===== config.mk =====
export PLATFORM = sky130hd
export DESIGN_NAME = key_event_line_editor
export DESIGN_NICKNAME = d
export VERILOG_FILES = /design/src/hdl/kle_pkg.sv /design/src/hdl/kle_ram.sv /design/src/hdl/kle_queue.sv /design/src/hdl/kle_front.sv /design/src/hdl/kle_back.sv /design/src/hdl/key_event_line_editor.sv
export SDC_FILE = /design/constraint.sdc
export NUM_CORES = 2
export LEC_CHECK = 0
export ABC_CLOCK_PERIOD_IN_PS = 5040
export BUFFER_PORTS_ARGS = -buffer_cell sky130_fd_sc_hd__buf_2
export CAP_MARGIN = 40
export CORE_MARGIN = 2
export CORE_UTILIZATION = 55
export DETAILED_ROUTE_END_ITERATION = 8
export HOLD_SLACK_MARGIN = 0.15
export PLACE_DENSITY = 0.81
export SLEW_MARGIN = 20
export SYNTH_ARGS = -nofsm -noshare
export SYNTH_HDL_FRONTEND = slang
export SYNTH_SLANG_ARGS = --single-unit

===== constraint.sdc =====
create_clock -name clk -period 5.04 [get_ports clk]
set_input_delay 1.008 -clock clk [delete_from_list [all_inputs] [get_ports clk]]
set_output_delay 1.008 -clock clk [all_outputs]
set_load 0.02 [all_outputs]

===== src/hdl/kle_pkg.sv =====
// ----------------------------------------------------------------------------
// kle_pkg
// Shared types, key codes and helpers of the key event line editor.
// ----------------------------------------------------------------------------
`default_nettype none

package kle_pkg;

	localparam int KLE_DEPTH = 64;
	localparam int TALLY_W   = 7;
	localparam int REPEAT_W  = 8;
	localparam int CFG_W     = 8;

	localparam logic REG_MAX_REPEATS = 1'b0;
	localparam logic REG_FLUSH_COUNT = 1'b1;

	localparam logic [7:0] KEY_BACK   = 8'h08;
	localparam logic [7:0] KEY_DELETE = 8'h2E;
	localparam logic [7:0] KEY_HOME   = 8'h26;
	localparam logic [7:0] KEY_END    = 8'h28;
	localparam logic [7:0] KEY_LEFT   = 8'h25;
	localparam logic [7:0] KEY_RIGHT  = 8'h27;
	localparam logic [7:0] KEY_NONE   = 8'h00;

	localparam logic [7:0] PR_SPACE = 8'h20;
	localparam logic [7:0] PR_A_LO  = 8'h30;
	localparam logic [7:0] PR_A_HI  = 8'h5A;
	localparam logic [7:0] PR_B_LO  = 8'h60;
	localparam logic [7:0] PR_B_HI  = 8'h6F;
	localparam logic [7:0] PR_C_LO  = 8'hBA;
	localparam logic [7:0] PR_C_HI  = 8'hE2;

	localparam logic [2:0] OP_NONE   = 3'd0;
	localparam logic [2:0] OP_BACK   = 3'd1;
	localparam logic [2:0] OP_DELETE = 3'd2;
	localparam logic [2:0] OP_HOME   = 3'd3;
	localparam logic [2:0] OP_END    = 3'd4;
	localparam logic [2:0] OP_LEFT   = 3'd5;
	localparam logic [2:0] OP_RIGHT  = 3'd6;

	typedef struct packed {
		logic [1:0]  modifiers;
		logic [15:0] layout;
		logic [7:0]  key_code;
	} key_in_t;

	typedef struct packed {
		logic [7:0]  out_key_code;
		logic [15:0] out_layout;
		logic [1:0]  out_modifiers;
		logic        last_entry;
	} result_t;

	typedef struct packed {
		logic [2:0] op;
		logic       dropped;
		logic       printable;
		key_in_t    ev;
	} cmd_t;

	function automatic logic is_printable(input logic [7:0] c);
		return (c == PR_SPACE) || (c >= PR_A_LO && c <= PR_A_HI) ||
			(c >= PR_B_LO && c <= PR_B_HI) || (c >= PR_C_LO && c <= PR_C_HI);
	endfunction

	function automatic logic [2:0] decode_op(input logic [7:0] c);
		logic [2:0] op;
		unique case (c)
			KEY_BACK:   op = OP_BACK;
			KEY_DELETE: op = OP_DELETE;
			KEY_HOME:   op = OP_HOME;
			KEY_END:    op = OP_END;
			KEY_LEFT:   op = OP_LEFT;
			KEY_RIGHT:  op = OP_RIGHT;
			default:    op = OP_NONE;
		endcase
		return op;
	endfunction

endpackage

`default_nettype wire


===== src/hdl/kle_ram.sv =====
// ----------------------------------------------------------------------------
// kle_ram
// Generic simple dual port RAM, one write and one registered read per cycle.
// ----------------------------------------------------------------------------
`default_nettype none

module kle_ram #(
	parameter int WIDTH = 26,
	parameter int DEPTH = 64,
	localparam int AW = (DEPTH > 1) ? $clog2(DEPTH) : 1
) (
	input  wire logic             clk,
	input  wire logic             we,
	input  wire logic [AW-1:0]    waddr,
	input  wire logic [WIDTH-1:0] wdata,
	input  wire logic             re,
	input  wire logic [AW-1:0]    raddr,
	output logic      [WIDTH-1:0] rdata
);

	logic [WIDTH-1:0] mem [DEPTH];

	always_ff @(posedge clk) begin
		if (we) begin
			mem[waddr] <= wdata;
		end
		if (re) begin
			rdata <= mem[raddr];
		end
	end

endmodule

`default_nettype wire


===== src/hdl/kle_queue.sv =====
// ----------------------------------------------------------------------------
// kle_queue
// Two-entry command queue between the front and the back.
// ----------------------------------------------------------------------------
`default_nettype none

module kle_queue (
	input  wire logic          clk,
	input  wire logic          arst_n,
	input  wire logic          push,
	input  wire kle_pkg::cmd_t push_data,
	input  wire logic          pop,
	output kle_pkg::cmd_t      head,
	output logic               full,
	output logic               empty
);
	import kle_pkg::*;

	cmd_t       slot_q [2];
	logic       wr_ptr_q;
	logic       rd_ptr_q;
	logic [1:0] count_q;

	assign full  = (count_q == 2'd2);
	assign empty = (count_q == 2'd0);
	assign head  = slot_q[rd_ptr_q];

	always_ff @(posedge clk) begin
		if (push) begin
			slot_q[wr_ptr_q] <= push_data;
		end
	end

	always_ff @(posedge clk or negedge arst_n) begin
		if (!arst_n) begin
			wr_ptr_q <= 1'b0;
			rd_ptr_q <= 1'b0;
			count_q  <= 2'd0;
		end else begin
			if (push) begin
				wr_ptr_q <= ~wr_ptr_q;
			end
			if (pop) begin
				rd_ptr_q <= ~rd_ptr_q;
			end
			if (push && !pop) begin
				count_q <= count_q + 2'd1;
			end else if (pop && !push) begin
				count_q <= count_q - 2'd1;
			end
		end
	end

endmodule

`default_nettype wire


===== src/hdl/kle_front.sv =====
// ----------------------------------------------------------------------------
// kle_front
// Accepts key requests, decodes the edit operation and applies the repeat
// filter, then queues one command per nonzero key code.
// ----------------------------------------------------------------------------
`default_nettype none

module kle_front (
	input  wire logic                       clk,
	input  wire logic                       arst_n,
	input  wire logic                       accept,
	input  wire kle_pkg::key_in_t           key,
	input  wire logic                       wr_en,
	input  wire logic                       wr_index,
	input  wire logic [kle_pkg::CFG_W-1:0]  wr_data,
	output logic                            push,
	output kle_pkg::cmd_t                   push_data
);
	import kle_pkg::*;

	logic [REPEAT_W-1:0] max_repeats_q;
	logic [REPEAT_W-1:0] repeat_tally_q;
	key_in_t             prev_q;
	logic                same;
	logic                dropped;

	assign same    = (key == prev_q);
	assign dropped = same && (repeat_tally_q == max_repeats_q);
	assign push    = accept && (key.key_code != KEY_NONE);

	always_comb begin
		push_data.op        = decode_op(key.key_code);
		push_data.dropped   = dropped;
		push_data.printable = is_printable(key.key_code);
		push_data.ev        = key;
	end

	always_ff @(posedge clk or negedge arst_n) begin
		if (!arst_n) begin
			max_repeats_q  <= REPEAT_W'(3);
			repeat_tally_q <= '0;
			prev_q         <= '0;
		end else begin
			if (wr_en && wr_index == REG_MAX_REPEATS) begin
				max_repeats_q <= wr_data[REPEAT_W-1:0];
			end
			if (push) begin
				if (same) begin
					if (!dropped) begin
						repeat_tally_q <= repeat_tally_q + REPEAT_W'(1);
					end
				end else begin
					repeat_tally_q <= '0;
					prev_q         <= key;
				end
			end
		end
	end

endmodule

`default_nettype wire


===== src/hdl/kle_back.sv =====
// ----------------------------------------------------------------------------
// kle_back
// Carries out queued commands: edits, shifted inserts and removals in the
// entry store, and the flush that emits the whole buffer.
// ----------------------------------------------------------------------------
`default_nettype none

module kle_back #(
	parameter int DEPTH = kle_pkg::KLE_DEPTH
) (
	input  wire logic                      clk,
	input  wire logic                      arst_n,
	input  wire logic                      wr_en,
	input  wire logic                      wr_index,
	input  wire logic [kle_pkg::CFG_W-1:0] wr_data,
	input  wire kle_pkg::cmd_t             head,
	input  wire logic                      empty,
	output logic                           pop,
	output logic                           strobe,
	output kle_pkg::result_t               result
);
	import kle_pkg::*;

	localparam int CW = $clog2(DEPTH + 1);
	localparam int AW = (DEPTH > 1) ? $clog2(DEPTH) : 1;

	localparam logic [2:0] S_IDLE   = 3'd0;
	localparam logic [2:0] S_EDIT   = 3'd1;
	localparam logic [2:0] S_REMOVE = 3'd2;
	localparam logic [2:0] S_APPLY  = 3'd3;
	localparam logic [2:0] S_INSERT = 3'd4;
	localparam logic [2:0] S_PUT    = 3'd5;
	localparam logic [2:0] S_FLUSH  = 3'd6;

	logic [2:0]         state_q;
	cmd_t               cmd_q;
	logic [CW-1:0]      total_q;
	logic [CW-1:0]      cursor_q;
	logic [CW-1:0]      fence_q;
	logic [TALLY_W-1:0] tally_q;
	logic [TALLY_W-1:0] flush_count_q;
	logic               flush_q;
	logic [AW-1:0]      mv_rd_q;
	logic [CW-1:0]      mv_left_q;
	logic               mv_up_q;
	logic               move_s1;
	logic [AW-1:0]      mv_wa_s1;
	logic [CW-1:0]      rd_idx_q;
	logic               emit_s1;
	logic               last_s1;

	logic [CW-1:0]      cur_m1, cur_p1, tot_m1, tot_p1, idx_p1;
	logic [TALLY_W-1:0] tally_nxt;
	logic               mv_issue, fl_issue;
	logic               ram_we, ram_re;
	logic [AW-1:0]      ram_waddr, ram_raddr;
	key_in_t            ram_wdata, ram_rdata;

	assign cur_m1    = cursor_q - CW'(1);
	assign cur_p1    = cursor_q + CW'(1);
	assign tot_m1    = total_q - CW'(1);
	assign tot_p1    = total_q + CW'(1);
	assign idx_p1    = rd_idx_q + CW'(1);
	assign tally_nxt = tally_q + TALLY_W'(1);

	assign pop      = (state_q == S_IDLE) && !empty;
	assign mv_issue = ((state_q == S_REMOVE) || (state_q == S_INSERT)) && (mv_left_q != '0);
	assign fl_issue = (state_q == S_FLUSH) && (rd_idx_q < total_q);

	assign ram_re    = mv_issue || fl_issue;
	assign ram_raddr = fl_issue ? AW'(rd_idx_q) : mv_rd_q;
	assign ram_we    = move_s1 || (state_q == S_PUT);
	assign ram_waddr = move_s1 ? mv_wa_s1 : AW'(cursor_q);
	assign ram_wdata = move_s1 ? ram_rdata : cmd_q.ev;

	kle_ram #(
		.WIDTH($bits(key_in_t)),
		.DEPTH(DEPTH)
	) u_store (
		.clk   (clk),
		.we    (ram_we),
		.waddr (ram_waddr),
		.wdata (ram_wdata),
		.re    (ram_re),
		.raddr (ram_raddr),
		.rdata (ram_rdata)
	);

	assign strobe = emit_s1;
	always_comb begin
		result.out_key_code  = ram_rdata.key_code;
		result.out_layout    = ram_rdata.layout;
		result.out_modifiers = ram_rdata.modifiers;
		result.last_entry    = last_s1;
	end

	always_ff @(posedge clk) begin
		if (pop) begin
			cmd_q <= head;
		end
		mv_wa_s1 <= mv_up_q ? (mv_rd_q + AW'(1)) : (mv_rd_q - AW'(1));
		last_s1  <= (rd_idx_q == tot_m1);
	end

	always_ff @(posedge clk or negedge arst_n) begin
		if (!arst_n) begin
			state_q       <= S_IDLE;
			total_q       <= '0;
			cursor_q      <= '0;
			fence_q       <= '0;
			tally_q       <= '0;
			flush_count_q <= TALLY_W'(32);
			flush_q       <= 1'b0;
			mv_rd_q       <= '0;
			mv_left_q     <= '0;
			mv_up_q       <= 1'b0;
			move_s1       <= 1'b0;
			rd_idx_q      <= '0;
			emit_s1       <= 1'b0;
		end else begin
			move_s1 <= mv_issue;
			emit_s1 <= fl_issue;
			if (wr_en && wr_index == REG_FLUSH_COUNT) begin
				flush_count_q <= wr_data[TALLY_W-1:0];
			end
			unique case (state_q)
				S_IDLE: begin
					if (!empty) begin
						state_q <= S_EDIT;
					end
				end
				S_EDIT: begin
					state_q <= S_APPLY;
					unique case (cmd_q.op)
						OP_BACK: begin
							if (cursor_q > fence_q && cursor_q <= total_q) begin
								cursor_q  <= cur_m1;
								total_q   <= tot_m1;
								mv_left_q <= total_q - cursor_q;
								mv_rd_q   <= AW'(cursor_q);
								mv_up_q   <= 1'b0;
								state_q   <= S_REMOVE;
							end
						end
						OP_DELETE: begin
							if (cursor_q >= fence_q && cursor_q < total_q) begin
								total_q   <= tot_m1;
								mv_left_q <= tot_m1 - cursor_q;
								mv_rd_q   <= AW'(cur_p1);
								mv_up_q   <= 1'b0;
								state_q   <= S_REMOVE;
							end
						end
						OP_HOME: cursor_q <= fence_q;
						OP_END:  cursor_q <= total_q;
						OP_LEFT: begin
							if (cursor_q > fence_q) begin
								cursor_q <= cur_m1;
							end
						end
						OP_RIGHT: begin
							if (cursor_q < total_q) begin
								cursor_q <= cur_p1;
							end
						end
						default: ;
					endcase
				end
				S_REMOVE, S_INSERT: begin
					if (mv_left_q != '0) begin
						mv_left_q <= mv_left_q - CW'(1);
						mv_rd_q   <= mv_up_q ? (mv_rd_q - AW'(1)) : (mv_rd_q + AW'(1));
					end else if (!move_s1) begin
						state_q <= (state_q == S_REMOVE) ? S_APPLY : S_PUT;
					end
				end
				S_APPLY: begin
					if (cmd_q.dropped) begin
						state_q <= S_IDLE;
					end else if (!cmd_q.printable) begin
						cursor_q <= total_q;
						fence_q  <= total_q;
						state_q  <= S_IDLE;
					end else begin
						tally_q  <= tally_nxt;
						flush_q  <= (tally_nxt == flush_count_q);
						rd_idx_q <= '0;
						if (total_q < CW'(DEPTH) && cursor_q <= total_q) begin
							mv_left_q <= total_q - cursor_q;
							mv_rd_q   <= AW'(tot_m1);
							mv_up_q   <= 1'b1;
							state_q   <= S_INSERT;
						end else if (tally_nxt == flush_count_q) begin
							state_q <= S_FLUSH;
						end else begin
							state_q <= S_IDLE;
						end
					end
				end
				S_PUT: begin
					total_q  <= tot_p1;
					cursor_q <= cur_p1;
					state_q  <= flush_q ? S_FLUSH : S_IDLE;
				end
				S_FLUSH: begin
					if (rd_idx_q < total_q) begin
						rd_idx_q <= idx_p1;
					end else begin
						total_q  <= '0;
						cursor_q <= '0;
						fence_q  <= '0;
						tally_q  <= '0;
						state_q  <= S_IDLE;
					end
				end
				default: state_q <= S_IDLE;
			endcase
		end
	end

endmodule

`default_nettype wire


===== src/hdl/key_event_line_editor.sv =====
// ----------------------------------------------------------------------------
// key_event_line_editor
// Line editor over key events: edits, repeat filter, inserts and flushes.
// The back pops a queued request once idle. Every command passes S_EDIT and
// S_APPLY, where a plain edit, a dropped or stray key or a full store ends; a
// removal adds S_REMOVE, an insert S_INSERT and S_PUT, shifting entries one
// by one. A flush reads the entries in order; results are registered behind
// the reads; a request is taken only when idle. A 2-entry queue holds requests
// and busy rises when full. Reset clears control state; store left undefined.
// ----------------------------------------------------------------------------
`default_nettype none

module key_event_line_editor #(
	parameter int DEPTH = kle_pkg::KLE_DEPTH
) (
	input  wire logic                      clk,
	input  wire logic                      arst_n,
	input  wire logic                      start,
	output logic                           busy,
	input  wire kle_pkg::key_in_t          key,
	input  wire logic                      wr_en,
	input  wire logic                      wr_index,
	input  wire logic [kle_pkg::CFG_W-1:0] wr_data,
	output logic                           strobe,
	output kle_pkg::result_t               result
);
	import kle_pkg::*;

	logic accept;
	logic push, pop, full, empty;
	cmd_t push_data, head;

	assign busy   = full;
	assign accept = start && !busy;

	kle_front u_front (
		.clk       (clk),
		.arst_n    (arst_n),
		.accept    (accept),
		.key       (key),
		.wr_en     (wr_en),
		.wr_index  (wr_index),
		.wr_data   (wr_data),
		.push      (push),
		.push_data (push_data)
	);

	kle_queue u_queue (
		.clk       (clk),
		.arst_n    (arst_n),
		.push      (push),
		.push_data (push_data),
		.pop       (pop),
		.head      (head),
		.full      (full),
		.empty     (empty)
	);

	kle_back #(
		.DEPTH(DEPTH)
	) u_back (
		.clk      (clk),
		.arst_n   (arst_n),
		.wr_en    (wr_en),
		.wr_index (wr_index),
		.wr_data  (wr_data),
		.head     (head),
		.empty    (empty),
		.pop      (pop),
		.strobe   (strobe),
		.result   (result)
	);

endmodule

`default_nettype wire


==> flow_summary.ini <==
[synthesis]
yosysWarningCount = 0
netlist_area_um2 = 77200
synthFlopType = edfxtp_1
synth-edff-count = 1783
netlist_instances = 5796
synth_cell_types = 85
synth_area_leader_cell = edfxtp_1
seq_area_frac_synth_pct = 73.0
async_flop_share_pct = 5.69
ys_ff_latch = 1898
yosysTopAreaCellShare_pct = 69.3
syn-mean-instance-area_um2 = 13.3
synthTopCellsByArea = edfxtp_1 69%, nand2_1 7.0%, nand3_1 5.1%, dfrtp_1 3.4%, mux2i_1 2.2%
syn_nets = 5876

[final_layout]
areaGrowthSynthToFinish_pct = 12.2
drive_gt1_share_pct = 12.8
fin_util_pct = 62.2
nFillCells = 9566
fin_nets = 6041
design_area_um2 = 86700

[floorplan]
start_util_pct = 55.4
die_height_um = 379
die_area_um2 = 143000
io-pin-count = 68
dieWidth_um = 379
num_rows = 137
core_area_um2 = 139000

[global_route]
grt_use_met2_pct = 46.5
grt_max_degree = 114
grt_pass1_wl_mm = 319
antenna_found_initial = 20
top_usage_layer = met2
gr-usage-met1_pct = 39.8
grt_pass1_vias = 49900
grt.met3_usage_pct = 7.18
grt_util_all_layers_pct = 30.3
grt.overflow.total = 0

[critical_path]
worstPathMaxFanout = 17
cp.required_ns = 5.60
crit_type = flop to flop
cp.arrival_ns = 5.42
endpoint_kind = flop
worst_setup_path_start_kind = flop

[timing]
period_minus_slack_ns = 4.85
setup_tns_ns = 0
slew_viol_final = 0
finalCritPeriodShare_pct = 96.3
final.setup_skew_ns = 0.0357
slew-limit-headroom_pct = 39.3
hold_viol_final = 0
grt_setup_unrepaired = no
setup_viol = 0
max_freq_mhz = 206
worst_slew_pin_slew_ns = 0.907

[detailed_routing]
wire_per_inst_um = 27.4
drtIter0Drc = 8655
drt-total-wl_mm = 219
antenna_left = 0
drc = 0
vias_per_cell = 6.45
via_count = 51500
drtPass1Iterations = 8

[placed_design]
gp_congestion = 0.934
hpwl_mm = 125
place_area_um2 = 80900
portBuffers = 67

[clock_tree]
cts.reportedPaths.clkPinSlew_ns = 0.06
cts-root-buf = clkbuf_16
clkSinkCount = 1898
htree_levels = 4
clk-insertion-delay-late_ns = 0.83
cts_buffers = 177
cts.path.max_buffers = 3
cts_tree = built

[run_status]
status = finished clean

[flow_run]
cap_violations = 0

[power]
irDropWorstVdd_mv = 0.476
power_density_nw_per_um2 = 644
power.leakage_uw = 0.0299

[worst_hold_path]
hp-class = input port to flop
report_power, final:
part	leakage [µW]	internal, µW	total, µW	switching, µW
clock network	0.00271	7230	13000	5750
logic	0.00968	5710	20400	14700
registers	0.0175	21400	22400	997
total	0.0299	34400	55800	21400
area by class of cell:
class                   instances  area, µm²  share of cell area (%)
inverters                      50        188                   0.217
repair buffers                331       2870                    3.31
multi-input cells            3503      19300                    22.3
flip-flops and latches       1898      56400                    65.1
well taps                    1876       2350                    2.71
diodes                          7       17.5                  0.0202
clock buffers                 225       4740                    5.47
clock inverters                93        837                   0.966
state kept, by name (all words and copies together), names as in the netlist, 3 cells and up:
name                    count
u_back.rd_idx_q             7
u_front.max_repeats_q       8
u_back.u_store.mem       1664
u_back.cmd_q               31
u_back.cursor_q             7
u_back.state_q              3
u_back.total_q              7
u_front.repeat_tally_q      8
u_back.fence_q              7
u_back.mv_left_q            7
u_front.prev_q             26
u_back.mv_rd_q              6
u_back.tally_q              7
u_back.mv_wa_s1             6
u_back.flush_count_q        7
u_back.u_store.rdata       26
u_queue.slot_q             62
Yosys cell counts (8+ instances only):
cell      count
ha_1         39
a21o_1       11
a22oi_1      11
nand2_1    1441
dfrtp_1     105
inv_1        47
nor3_1       27
mux2i_1     171
xor2_1       52
o21ai_0      79
nand3_1     794
xnor2_1      52
nor2_1      117
buf_6        18
buf_1        29
a21oi_1      54
o21ai_1       9
or3_1        30
nor2b_1      14
and2_1       12
buf_2       128
o221ai_1     11
o22ai_1      60
a31oi_1      31
clkbuf_1    163
a32oi_1      53
nand4_1     171
and3_1        8
edfxtp_1   1783
nor4_1       13
a221oi_1     10
o211ai_1     29
nand2b_1      9
mux2_2      102
cells by family after synthesis:
group,Yosys count,share of synthesized area (%)
compound gates,419,3.75
buf+inv,395,2.34
mux,274,3.72
fa+ha+maj,41,0.684
flops,1898,73.0
xor+xnor,104,1.18
simple gates,2665,15.3
stage by stage:
stage / hold slack, ns / setup WS, ns / power [µW] / std cells
4_1_cts: 0.381 / 0.191 / 55100 / 7959
3_3_place_gp: 0.486 / 0.192 / 41500 / 7632
3_5_place_dp: 0.501 / 0.115 / 42200 / 7640
2_1_floorplan: 0.460 / 1.69 / 34200 / 5796
5_1_grt: 0.415 / 0.0723 / 57600 / 7976
6_report: 0.423 / 0.189 / 55800 / 7983
path summary, 6_finish.rpt:
path	start	slack, ns	endpoint	depth (start not counted)
setup / recovery	u_back.total_q[1]$_DFFE_PN0P_	0.19	u_back.u_store.rdata[13]$_DFFE_PP_	14
hold / removal	key[9]	0.42	u_queue.slot_q[1][9]$_DFFE_PP_	1
setup reg to reg	u_back.total_q[1]$_DFFE_PN0P_	0.19	u_back.u_store.rdata[13]$_DFFE_PP_	14
hold reg to reg	u_back.mv_left_q[5]$_DFFE_PN0P_	0.51	u_back.mv_left_q[5]$_DFFE_PN0P_	2
max in group asynchronous	arst_n	3.22	u_front.prev_q[8]$_DFFE_PN0P_	4
min in group asynchronous	arst_n	0.67	u_back.total_q[1]$_DFFE_PN0P_	2
cell usage in the layout (no fill, tap or decap), types with 8 or more instances in the layout:
cell / netlist / routed
buf_4: 7 / 222
bufinv_16: 0 / 11
xor2_1: 52 / 52
o221ai_1: 11 / 11
clkinv_1: 1 / 41
nand2_1: 1441 / 1439
nor2_1: 117 / 49
ha_1: 39 / 39
mux2i_1: 171 / 171
o22ai_1: 60 / 60
nand3_1: 794 / 794
nand2b_1: 9 / 9
nor4_1: 13 / 13
edfxtp_1: 1783 / 1783
nor3_1: 27 / 27
clkbuf_16: 0 / 181
buf_12: 0 / 36
o211ai_1: 29 / 29
a21o_1: 11 / 11
nor2b_1: 14 / 14
and3_1: 8 / 8
nand4_1: 171 / 171
nor2_2: 2 / 68
or3_1: 30 / 30
xnor2_1: 52 / 52
a22oi_1: 11 / 11
a31oi_1: 31 / 31
inv_1: 47 / 47
dfrtp_1: 105 / 104
a32oi_1: 53 / 53
a221oi_1: 10 / 10
clkbuf_1: 163 / 39
buf_2: 128 / 66
clkinv_2: 0 / 21
o21ai_1: 9 / 8
mux2_2: 102 / 102
a21oi_1: 54 / 54
o21ai_0: 79 / 78
and2_1: 12 / 10
worst max-delay path, stage by stage (launching register included):
cell	delay, ns
dfrtp_1	0.48
inv_1	0.21
ha_1	0.32
nand3b_1	0.09
a21oi_2	0.35
o21ai_2	0.21
nand2_4	0.29
inv_2	0.26
a31oi_4	0.22
buf_12	0.16
buf_4	0.16
o22ai_1	0.08
o21ai_0	0.57
nand4_1	0.61
or3_1	0.54
layer usage:
metal | up-vias | wire length [µm]
li1 | 21700 | -
met1 | 25000 | 74400
met2 | 4061 | 99900
met3 | 759 | 30800
met4 | 10 | 13700
met5 | - | 67
repair_timing:
action,in CTS,in global routing
resized for setup,1,0
endpoints found under the hold margin,23,0
setup buffers,0,15
hold buffers,1,0
pin swaps,0,5
endpoints found under the setup margin,1,2
Note: power is estimated with default switching activity, not from simulation.
